File: src/hw/rtl/fte_pkg.sv
// Shared types and constants for the flow tuple header extractor.
// Used by fte_parse, fte_format, fte_outbuf and the top level; has no dependencies of its own.

package fte_pkg;

  // Frame geometry
  localparam int unsigned MAX_FRAME_BYTES = 16384;
  localparam int unsigned POS_W           = 16;
  localparam logic [POS_W-1:0] MAX_POS    = POS_W'(MAX_FRAME_BYTES);
  localparam logic [POS_W-1:0] MIN_FRAME  = POS_W'(34);

  // Fixed header offsets
  localparam logic [POS_W-1:0] DMAC_END   = POS_W'(6);
  localparam logic [POS_W-1:0] SMAC_END   = POS_W'(12);
  localparam logic [POS_W-1:0] FIRST_TAG  = POS_W'(15);
  localparam logic [POS_W-1:0] IP_PROTO   = POS_W'(9);
  localparam logic [POS_W-1:0] IP_ADDR_LO = POS_W'(12);
  localparam logic [POS_W-1:0] IP_ADDR_HI = POS_W'(20);
  localparam logic [POS_W:0]   IP_HDR_MIN = (POS_W+1)'(20);
  localparam logic [POS_W:0]   L4_PORTS   = (POS_W+1)'(4);
  localparam logic [POS_W:0]   L4_ICMP    = (POS_W+1)'(2);

  // Field codes
  localparam logic [7:0]  TAG_MARK   = 8'h81;
  localparam logic [15:0] ETH_ARP    = 16'h0806;
  localparam logic [7:0]  PROTO_ICMP = 8'd1;
  localparam logic [7:0]  PROTO_TCP  = 8'd6;
  localparam logic [7:0]  PROTO_UDP  = 8'd17;

  typedef enum logic [2:0] {
    ST_OK          = 3'd0,
    ST_SHORT       = 3'd1,
    ST_ARP         = 3'd2,
    ST_UNSUPPORTED = 3'd3,
    ST_TRUNCATED   = 3'd4
  } status_e;

  // Everything known about a frame once its last word is taken
  typedef struct packed {
    logic [POS_W-1:0] len;
    logic             l3_found;
    logic [POS_W-1:0] l3_start;
    logic [POS_W-1:0] l4_start;
    logic [11:0]      vid;
    logic [31:0]      tag;
    logic             rev;
    logic             cpy;
    logic [47:0]      dmac;
    logic [47:0]      smac;
    logic [63:0]      ip;
    logic [7:0]       proto;
    logic [31:0]      l4_bytes;
  } frame_t;

  typedef struct packed {
    status_e     status;
    logic [11:0] vlan_id;
    logic [15:0] ether_type;
    logic        mac_valid;
    logic [47:0] dst_mac;
    logic [47:0] src_mac;
    logic [31:0] src_ip;
    logic [31:0] dst_ip;
    logic [7:0]  ip_protocol;
    logic [15:0] l4_src;
    logic [15:0] l4_dst;
  } result_t;

endpackage

File: src/hw/rtl/fte_parse.sv
// Input register and per-frame parse state: byte counter, tag scan, field capture.
// Depends on fte_pkg.

module fte_parse (
  input  logic            clk_i,
  input  logic            rst_ni,
  input  logic            in_valid_i,
  input  logic [7:0]      data_byte_i,
  input  logic            end_of_frame_i,
  input  logic            reverse_dir_i,
  input  logic            copy_mac_i,
  input  logic            advance_i,
  output fte_pkg::frame_t frame_o,
  output logic            done_o
);

  localparam int unsigned PW = fte_pkg::POS_W;

  logic        in_vld_q, in_vld_d;
  logic [7:0]  byte_q;
  logic        eof_q, rev_in_q, cpy_in_q;
  logic        step;

  logic [PW-1:0] cnt_q, cnt_d;
  logic [31:0]   tag_q, tag_d;
  logic          l3_found_q, l3_found_d;
  logic [PW-1:0] l3_q, l3_d;
  logic [PW-1:0] l4_q, l4_d;
  logic [11:0]   vid_q, vid_d;
  logic          rev_q, rev_d, cpy_q, cpy_d;
  logic [47:0]   dmac_q, dmac_d, smac_q, smac_d;
  logic [63:0]   ip_q, ip_d;
  logic [7:0]    proto_q, proto_d;
  logic [31:0]   l4b_q, l4b_d;

  // Hold the input word; take a new one whenever the pipe advances
  assign in_vld_d = (in_valid_i && advance_i) ? 1'b1 : (advance_i ? 1'b0 : in_vld_q);
  assign step     = in_vld_q && advance_i;

  always_ff @(posedge clk_i or negedge rst_ni) begin
    if (!rst_ni) begin
      in_vld_q <= 1'b0;
    end else begin
      in_vld_q <= in_vld_d;
    end
  end

  always_ff @(posedge clk_i) begin
    if (in_valid_i && advance_i) begin
      byte_q   <= data_byte_i;
      eof_q    <= end_of_frame_i;
      rev_in_q <= reverse_dir_i;
      cpy_in_q <= copy_mac_i;
    end
  end

  // Advance the frame state by one byte
  always_comb begin
    logic [PW-1:0] pos;
    logic [PW:0]   l4_sum;
    logic [PW-1:0] l3_off;
    logic [PW-1:0] ip_rel;
    logic [PW:0]   l4_off;
    pos        = cnt_q;
    l4_sum     = '0;
    l3_off     = pos - l3_q;
    ip_rel     = l3_off - fte_pkg::IP_ADDR_LO;
    l4_off     = {1'b0, pos} - {1'b0, l4_q};
    cnt_d      = cnt_q;
    tag_d      = tag_q;
    l3_found_d = l3_found_q;
    l3_d       = l3_q;
    l4_d       = l4_q;
    vid_d      = vid_q;
    rev_d      = rev_q;
    cpy_d      = cpy_q;
    dmac_d     = dmac_q;
    smac_d     = smac_q;
    ip_d       = ip_q;
    proto_d    = proto_q;
    l4b_d      = l4b_q;
    if (pos < fte_pkg::MAX_POS) begin
      cnt_d = pos + 1'b1;
      if (pos == '0) begin
        rev_d = rev_in_q;
        cpy_d = cpy_in_q;
      end
      if (pos < fte_pkg::DMAC_END) begin
        dmac_d = {dmac_q[39:0], byte_q};
      end else if (pos < fte_pkg::SMAC_END) begin
        smac_d = {smac_q[39:0], byte_q};
      end else if (!l3_found_q) begin
        // Scan tags four bytes at a time until the type is not a tag
        tag_d = {tag_q[23:0], byte_q};
        if (pos >= fte_pkg::FIRST_TAG && pos[1:0] == 2'b11) begin
          if (tag_d[31:24] == fte_pkg::TAG_MARK) begin
            if (pos == fte_pkg::FIRST_TAG) begin
              vid_d = tag_d[11:0];
            end
          end else begin
            l3_found_d = 1'b1;
            l3_d       = pos - 1'b1;
            l4_sum     = {1'b0, l3_d} + {{(PW-5){1'b0}}, tag_d[11:8], 2'b00};
            l4_d       = l4_sum[PW] ? {PW{1'b1}} : l4_sum[PW-1:0];
            // Zero header length puts the L4 header on the first two IP bytes
            if (tag_d[11:8] == 4'd0) begin
              l4b_d[31:24] = tag_d[15:8];
              l4b_d[23:16] = byte_q;
            end
          end
        end
      end
      // Capture address, protocol and L4 bytes once the IP header is located
      if (l3_found_q) begin
        if (l3_off >= fte_pkg::IP_ADDR_LO && l3_off < fte_pkg::IP_ADDR_HI) begin
          ip_d[{~ip_rel[2:0], 3'b000} +: 8] = byte_q;
        end
        if (l3_off == fte_pkg::IP_PROTO) begin
          proto_d = byte_q;
        end
        if (!l4_off[PW] && l4_off[PW-1:2] == '0) begin
          l4b_d[{~l4_off[1:0], 3'b000} +: 8] = byte_q;
        end
      end
    end
  end

  // Update on each byte; drop all frame state after the last byte
  always_ff @(posedge clk_i or negedge rst_ni) begin
    if (!rst_ni) begin
      cnt_q      <= '0;
      tag_q      <= '0;
      l3_found_q <= 1'b0;
      l3_q       <= '0;
      l4_q       <= '0;
      vid_q      <= '0;
      rev_q      <= 1'b0;
      cpy_q      <= 1'b0;
      dmac_q     <= '0;
      smac_q     <= '0;
      ip_q       <= '0;
      proto_q    <= '0;
      l4b_q      <= '0;
    end else if (step) begin
      if (eof_q) begin
        cnt_q      <= '0;
        tag_q      <= '0;
        l3_found_q <= 1'b0;
        l3_q       <= '0;
        l4_q       <= '0;
        vid_q      <= '0;
        rev_q      <= 1'b0;
        cpy_q      <= 1'b0;
        dmac_q     <= '0;
        smac_q     <= '0;
        ip_q       <= '0;
        proto_q    <= '0;
        l4b_q      <= '0;
      end else begin
        cnt_q      <= cnt_d;
        tag_q      <= tag_d;
        l3_found_q <= l3_found_d;
        l3_q       <= l3_d;
        l4_q       <= l4_d;
        vid_q      <= vid_d;
        rev_q      <= rev_d;
        cpy_q      <= cpy_d;
        dmac_q     <= dmac_d;
        smac_q     <= smac_d;
        ip_q       <= ip_d;
        proto_q    <= proto_d;
        l4b_q      <= l4b_d;
      end
    end
  end

  // Present the frame as it stands after this byte
  always_comb begin
    frame_o.len      = cnt_d;
    frame_o.l3_found = l3_found_d;
    frame_o.l3_start = l3_d;
    frame_o.l4_start = l4_d;
    frame_o.vid      = vid_d;
    frame_o.tag      = tag_d;
    frame_o.rev      = rev_d;
    frame_o.cpy      = cpy_d;
    frame_o.dmac     = dmac_d;
    frame_o.smac     = smac_d;
    frame_o.ip       = ip_d;
    frame_o.proto    = proto_d;
    frame_o.l4_bytes = l4b_d;
  end

  assign done_o = step && eof_q;

endmodule

File: src/hw/rtl/fte_format.sv
// Result formatting: status decision, direction swap and field selection.
// Depends on fte_pkg.

module fte_format (
  input  fte_pkg::frame_t  frame_i,
  output fte_pkg::result_t res_o
);

  localparam int unsigned PW = fte_pkg::POS_W;

  logic [PW:0] len_x, l3_x, l4_x;
  logic [31:0] ip_a, ip_b;
  logic [15:0] l4_s, l4_d;

  assign len_x = {1'b0, frame_i.len};
  assign l3_x  = {1'b0, frame_i.l3_start};
  assign l4_x  = {1'b0, frame_i.l4_start};
  assign ip_a  = frame_i.ip[63:32];
  assign ip_b  = frame_i.ip[31:0];
  assign l4_s  = frame_i.l4_bytes[31:16];
  assign l4_d  = frame_i.l4_bytes[15:0];

  // Decide status and select the fields it allows
  always_comb begin
    res_o = '0;
    if (frame_i.len < fte_pkg::MIN_FRAME) begin
      res_o.status = fte_pkg::ST_SHORT;
    end else if (!frame_i.l3_found) begin
      res_o.status  = fte_pkg::ST_TRUNCATED;
      res_o.vlan_id = frame_i.vid;
    end else begin
      res_o.vlan_id    = frame_i.vid;
      res_o.ether_type = frame_i.tag[31:16];
      if (frame_i.tag[31:16] == fte_pkg::ETH_ARP) begin
        res_o.status = fte_pkg::ST_ARP;
      end else begin
        // Frames with a nonzero first VID keep their MACs only on request
        if (frame_i.cpy || frame_i.vid == '0) begin
          res_o.mac_valid = 1'b1;
          res_o.dst_mac   = frame_i.rev ? frame_i.smac : frame_i.dmac;
          res_o.src_mac   = frame_i.rev ? frame_i.dmac : frame_i.smac;
        end
        if (l3_x + fte_pkg::IP_HDR_MIN > len_x) begin
          res_o.status = fte_pkg::ST_TRUNCATED;
        end else if (frame_i.proto == fte_pkg::PROTO_TCP ||
                     frame_i.proto == fte_pkg::PROTO_UDP) begin
          if (l4_x + fte_pkg::L4_PORTS > len_x) begin
            res_o.status = fte_pkg::ST_TRUNCATED;
          end else begin
            res_o.src_ip      = frame_i.rev ? ip_b : ip_a;
            res_o.dst_ip      = frame_i.rev ? ip_a : ip_b;
            res_o.ip_protocol = frame_i.proto;
            res_o.l4_src      = frame_i.rev ? l4_d : l4_s;
            res_o.l4_dst      = frame_i.rev ? l4_s : l4_d;
          end
        end else if (frame_i.proto == fte_pkg::PROTO_ICMP) begin
          // ICMP type and code keep their places in either direction
          if (l4_x + fte_pkg::L4_ICMP > len_x) begin
            res_o.status = fte_pkg::ST_TRUNCATED;
          end else begin
            res_o.src_ip      = frame_i.rev ? ip_b : ip_a;
            res_o.dst_ip      = frame_i.rev ? ip_a : ip_b;
            res_o.ip_protocol = frame_i.proto;
            res_o.l4_src      = {8'd0, frame_i.l4_bytes[31:24]};
            res_o.l4_dst      = {8'd0, frame_i.l4_bytes[23:16]};
          end
        end else begin
          res_o.status      = fte_pkg::ST_UNSUPPORTED;
          res_o.src_ip      = frame_i.rev ? ip_b : ip_a;
          res_o.dst_ip      = frame_i.rev ? ip_a : ip_b;
          res_o.ip_protocol = frame_i.proto;
        end
      end
    end
  end

endmodule

File: src/hw/rtl/fte_outbuf.sv
// Result register with a one-entry skid stage toward the output channel.
// Depends on fte_pkg.

module fte_outbuf (
  input  logic             clk_i,
  input  logic             rst_ni,
  input  fte_pkg::result_t res_i,
  input  logic             push_i,
  input  logic             out_stall_i,
  output logic             out_valid_o,
  output fte_pkg::result_t res_o,
  output logic             skid_full_o
);

  logic             out_vld_q, out_vld_d;
  logic             skid_vld_q, skid_vld_d;
  fte_pkg::result_t out_q, out_d;
  fte_pkg::result_t skid_q, skid_d;
  logic             take;

  assign take = out_vld_q && !out_stall_i;

  // Refill the output word from the skid stage first, then from the parser
  always_comb begin
    out_vld_d  = out_vld_q;
    skid_vld_d = skid_vld_q;
    out_d      = out_q;
    skid_d     = skid_q;
    if (skid_vld_q) begin
      if (take) begin
        out_d      = skid_q;
        skid_vld_d = 1'b0;
      end
    end else if (push_i) begin
      if (!out_vld_q || take) begin
        out_d     = res_i;
        out_vld_d = 1'b1;
      end else begin
        skid_d     = res_i;
        skid_vld_d = 1'b1;
      end
    end else if (take) begin
      out_vld_d = 1'b0;
    end
  end

  always_ff @(posedge clk_i or negedge rst_ni) begin
    if (!rst_ni) begin
      out_vld_q  <= 1'b0;
      skid_vld_q <= 1'b0;
    end else begin
      out_vld_q  <= out_vld_d;
      skid_vld_q <= skid_vld_d;
    end
  end

  always_ff @(posedge clk_i) begin
    out_q  <= out_d;
    skid_q <= skid_d;
  end

  assign out_valid_o = out_vld_q;
  assign res_o       = out_q;
  assign skid_full_o = skid_vld_q;

endmodule

File: src/hw/rtl/flow_tuple_header_extractor_top.sv
// Timing: the last byte accepted is held in the input register, and its result word
// is registered from there into the output word; a full skid stage holds it back.
// Throughput: one byte word per cycle while the skid stage is empty, set by the input
// register and the parse step; a two-entry output buffer takes results under stall.
// Reset (rst_ni low, asynchronous) empties both buffers and clears frame state.
// Top level of the flow tuple header extractor; depends on fte_pkg, fte_parse,
// fte_format and fte_outbuf.

module flow_tuple_header_extractor_top (
  input  logic        clk_i,
  input  logic        rst_ni,
  input  logic        in_valid_i,
  output logic        in_stall_o,
  input  logic [7:0]  data_byte_i,
  input  logic        end_of_frame_i,
  input  logic        reverse_dir_i,
  input  logic        copy_mac_i,
  output logic        out_valid_o,
  input  logic        out_stall_i,
  output logic [2:0]  status_o,
  output logic [11:0] vlan_id_o,
  output logic [15:0] ether_type_o,
  output logic        mac_valid_o,
  output logic [47:0] dst_mac_o,
  output logic [47:0] src_mac_o,
  output logic [31:0] src_ip_o,
  output logic [31:0] dst_ip_o,
  output logic [7:0]  ip_protocol_o,
  output logic [15:0] l4_src_o,
  output logic [15:0] l4_dst_o
);

  fte_pkg::frame_t  frame;
  fte_pkg::result_t res_new;
  fte_pkg::result_t res_out;
  logic             done;
  logic             skid_full;

  fte_parse u_parse (
    .clk_i          (clk_i),
    .rst_ni         (rst_ni),
    .in_valid_i     (in_valid_i),
    .data_byte_i    (data_byte_i),
    .end_of_frame_i (end_of_frame_i),
    .reverse_dir_i  (reverse_dir_i),
    .copy_mac_i     (copy_mac_i),
    .advance_i      (!skid_full),
    .frame_o        (frame),
    .done_o         (done)
  );

  fte_format u_format (
    .frame_i (frame),
    .res_o   (res_new)
  );

  fte_outbuf u_outbuf (
    .clk_i       (clk_i),
    .rst_ni      (rst_ni),
    .res_i       (res_new),
    .push_i      (done),
    .out_stall_i (out_stall_i),
    .out_valid_o (out_valid_o),
    .res_o       (res_out),
    .skid_full_o (skid_full)
  );

  // Hold input while the skid stage is occupied
  assign in_stall_o = skid_full;

  assign status_o      = res_out.status;
  assign vlan_id_o     = res_out.vlan_id;
  assign ether_type_o  = res_out.ether_type;
  assign mac_valid_o   = res_out.mac_valid;
  assign dst_mac_o     = res_out.dst_mac;
  assign src_mac_o     = res_out.src_mac;
  assign src_ip_o      = res_out.src_ip;
  assign dst_ip_o      = res_out.dst_ip;
  assign ip_protocol_o = res_out.ip_protocol;
  assign l4_src_o      = res_out.l4_src;
  assign l4_dst_o      = res_out.l4_dst;

endmodule

File: config.mk
export PLATFORM = sky130hd
export DESIGN_NAME = flow_tuple_header_extractor_top
export DESIGN_NICKNAME = d
export VERILOG_FILES = /design/src/hw/rtl/fte_pkg.sv /design/src/hw/rtl/fte_parse.sv /design/src/hw/rtl/fte_format.sv /design/src/hw/rtl/fte_outbuf.sv /design/src/hw/rtl/flow_tuple_header_extractor_top.sv
export SDC_FILE = /design/constraint.sdc
export NUM_CORES = 2
export LEC_CHECK = 0
export BUFFER_PORTS_ARGS = -buffer_cell sky130_fd_sc_hd__buf_2
export CORE_MARGIN = 2
export CORE_UTILIZATION = 30
export DETAILED_ROUTE_END_ITERATION = 8
export MAX_ROUTING_LAYER = met4
export PLACE_DENSITY_LB_ADDON = 0.3
export SYNTH_ARGS = -nofsm -noshare
export SYNTH_HDL_FRONTEND = slang
export SYNTH_HIERARCHICAL = 1
export SYNTH_SLANG_ARGS = --single-unit
File: constraint.sdc
create_clock -name clk_i -period 22.9 [get_ports clk_i]
set_input_delay 4.58 -clock clk_i [delete_from_list [all_inputs] [get_ports clk_i]]
set_output_delay 4.58 -clock clk_i [all_outputs]
set_load 0.01 [all_outputs]
==> out/results.tsv <==
stage	metric	value	unit
detailed_routing	wl_per_cell	21.9	um
power_and_ir_drop	p_per_area	99.6	mW/mm2
worst_setup_path	critPathCaptureType	flip-flop	
synth	postSynthNetCount	3630	
worst_setup_path	crit_path_max_incr_delay	0.78	ns
synth	syn-cell-area	0.0421	mm2
timing	slew_viol_final	0	
cts	cts-buffers-inserted	84	
timing	tns	0	ns
worst_setup_path	worst-path-stages	21	
worst_setup_path	cp_cell_sequence	or4_1 > nor3_1 > and3_1 > a21oi_1 > and4_1 > o21ai_0 > ha_1 > and4_1 > and3_1 > nand3_1 > xnor2_1 > ha_1 > nand3_1 > or4_1 > o21ai_0 > o2bb2ai_1 > o211ai_4 > buf_4 > buf_4 > nor4_1 > mux2_2	
cts	cts_setup_buffers	0	
detailed_routing	dr.pass1.iters	5	
power_and_ir_drop	ir_drop	76.3	uV
cells_and_area	ff_latch_area	0.0217	mm2
place	place_hpwl	81500	um
worst_setup_path	critical_path.top_delay_family	simple AND/OR/NAND/NOR gates	
worst_setup_path	cp_slowest_cell	buf_4	
grt	track_usage	0.172	
worst_setup_path	worstSetupStartpoint	u_parse/cnt_q[8]$_DFFE_PN0P_	
power_and_ir_drop	p_leak	18.6	nW
min_path	hp-start	u_parse/l4_q[15]$_DFFE_PN0P_	
cts	cts_resized	0	
detailed_routing	postRouteAntennaNets	0	
cts	root_buffer	clkbuf_16	
cts	clock-sinks	773	
cells_and_area	fillers	13800	
cts	clkTransAtPathRegs	0.06	ns
status	outcome	complete, no violations	
worst_setup_path	r2r_cells	21	
grt	grt_pass1_vias	28300	
die	start_util	0.302	
cts	cts_tree	yes	
worst_setup_path	crit_arrival	8.50	ns
detailed_routing	viasPerCell	5.22	
worst_setup_path	worstSetupPathType	reg -> reg	
die	fp.dieW	378	um
timing	skew	0.0362	ns
timing	fin_crit	8.05	ns
detailed_routing	drt_iter0_drc	2305	
timing	hold_viol_final	0	
cts	clock_path_buffers	3	
die	dieArea	0.143	mm2
timing	fin_crit_sh	0.352	
grt	gr-total-overflow	0	
die	die_h	378	um
timing	rsz0062_at_grt	false	
place	placedCellCount	5428	
cts	clock_latency	0.72	ns
cells_and_area	multi_input_area	0.0188	mm2
min_path	hp-class	reg -> reg	
worst_setup_path	crit_path_start_kind	flip-flop	
grt	grt_pass1_wl	183000	um
die	ioPinCount	249	
timing	worst_pin_slew	1.18	ns
timing	setup_viol	0	
min_path	hold_depth	1	
worst_setup_path	critPathRequiredTime	23.35	ns
worst_setup_path	crit_buf_inv	2	
detailed_routing	route.detailed.drc	0	
job	drv_cap	0	
die	core-area	0.139	mm2
synth	avgSynthCellArea	12.0	um2
place	portBuffers	248	
cells_and_area	nets	3751	
synth	synthCells	3517	
cells_and_area	fin_util	0.343	
cells_and_area	area.growth.synth_to_final	13.5	%
timing	max_freq	124	MHz
die	num_rows	137	
synth	yosys_warnings	6	
detailed_routing	wirelength	122000	um
detailed_routing	vias	29200	
cells_and_area	final_cell_count_no_fill	5590	
cells_and_area	drive_gt1_frac	0.252	
timing	relSlewSlack	0.210	
worst_setup_path	critPathMaxFanout	55	
worst_setup_path	r2r-start	u_parse/cnt_q[8]$_DFFE_PN0P_	
place	globalplace.congestion	0.889	
grt	antenna_found_initial	12	
cts	cts_htree_levels	3	
cts	cts_hold_buffers	0	
grt	grt_max_degree	192	
## area by class of cell
cell class | instances | area share
sequential | 773 | 0.455
clock buffer | 111 | 0.0481
inverter | 97 | 0.00763
clock inverter | 45 | 0.0101
antenna | 6 | 0.000314
multi-input combinational | 2373 | 0.393
timing repair buffer | 309 | 0.0366
tap | 1876 | 0.0492
## sequential cells by signal, summed over array words and instances (netlist names), 12 cells and up
signal           count
u_parse/ip_q        64
u_parse/l4_q        16
u_parse/tag_q       32
u_outbuf/skid_q    232
u_parse/dmac_q      48
u_parse/smac_q      48
u_parse/vid_q       12
u_outbuf/res_o     232
u_parse/l3_q        16
u_parse/l4b_q       32
u_parse/cnt_q       16
## where the power goes
| group | leakage (nW) | internal, mW | switching, mW | total [mW] |
|---|---|---|---|---|
| clock network | 1.36 | 0.781 | 0.603 | 1.38 |
| registers | 8.44 | 1.74 | 0.104 | 1.85 |
| logic | 8.84 | 0.589 | 0.939 | 1.53 |
| total | 18.6 | 3.11 | 1.65 | 4.76 |
## path summary, 6_finish.rpt
check / to / slack (ns)
max reg2reg: u_outbuf/res_o[55]$_DFFE_PP_ / 14.85
min: u_parse/l4_q[15]$_DFFE_PN0P_ / 0.49
max: u_outbuf/res_o[55]$_DFFE_PP_ / 14.85
min in group asynchronous: u_parse/ip_q[14]$_DFFE_PN0P_ / 3.85
max in group asynchronous: u_parse/dmac_q[45]$_DFFE_PN0P_ / 16.09
min reg2reg: u_parse/l4_q[15]$_DFFE_PN0P_ / 0.49
## stage by stage
| step | setup WS, ns | power (mW) | hold WS, ns | instance area, um2 |
|---|---|---|---|---|
| 4_1_cts | 14.97 | 4.81 | 0.488 | 47700 |
| 2_1_floorplan | 0.399 | 3.05 | 0.454 | 42100 |
| 6_report | 14.85 | 4.76 | 0.490 | 47700 |
| 3_3_place_gp | 15.10 | 3.41 | 0.472 | 45000 |
| 5_1_grt | 14.30 | 4.97 | 0.512 | 47700 |
| 3_5_place_dp | 14.97 | 3.41 | 0.474 | 45000 |
## metal layers
metal  global-route usage  up-vias  wire [um]
met5                    -        -          0
met4               0.0516        0       2980
met3               0.0281      164       6590
met2                0.262      797      56700
met1                0.234    14700      56100
li1                     -    13500          -
## cell usage in the layout, fill, tap and decap left out, types with 26 or more instances in the layout
cell / count
edfxtp_1: 475
mux2_2: 323
dfrtp_1: 297
nand2_1: 260
buf_2: 247
mux2i_1: 185
nor2_1: 182
a22o_1: 175
o21ai_0: 140
nand3_1: 126
mux2_4: 100
inv_1: 95
ha_1: 95
clkbuf_16: 85
nor3_1: 81
o211ai_1: 64
buf_4: 58
a21oi_1: 51
and3_1: 49
nor4_1: 44
xnor2_1: 42
nor4_2: 40
xor2_1: 33
and2_1: 31
nor2b_1: 31
a221o_1: 27
nand4_1: 26
(Power assumes the default switching activity.)
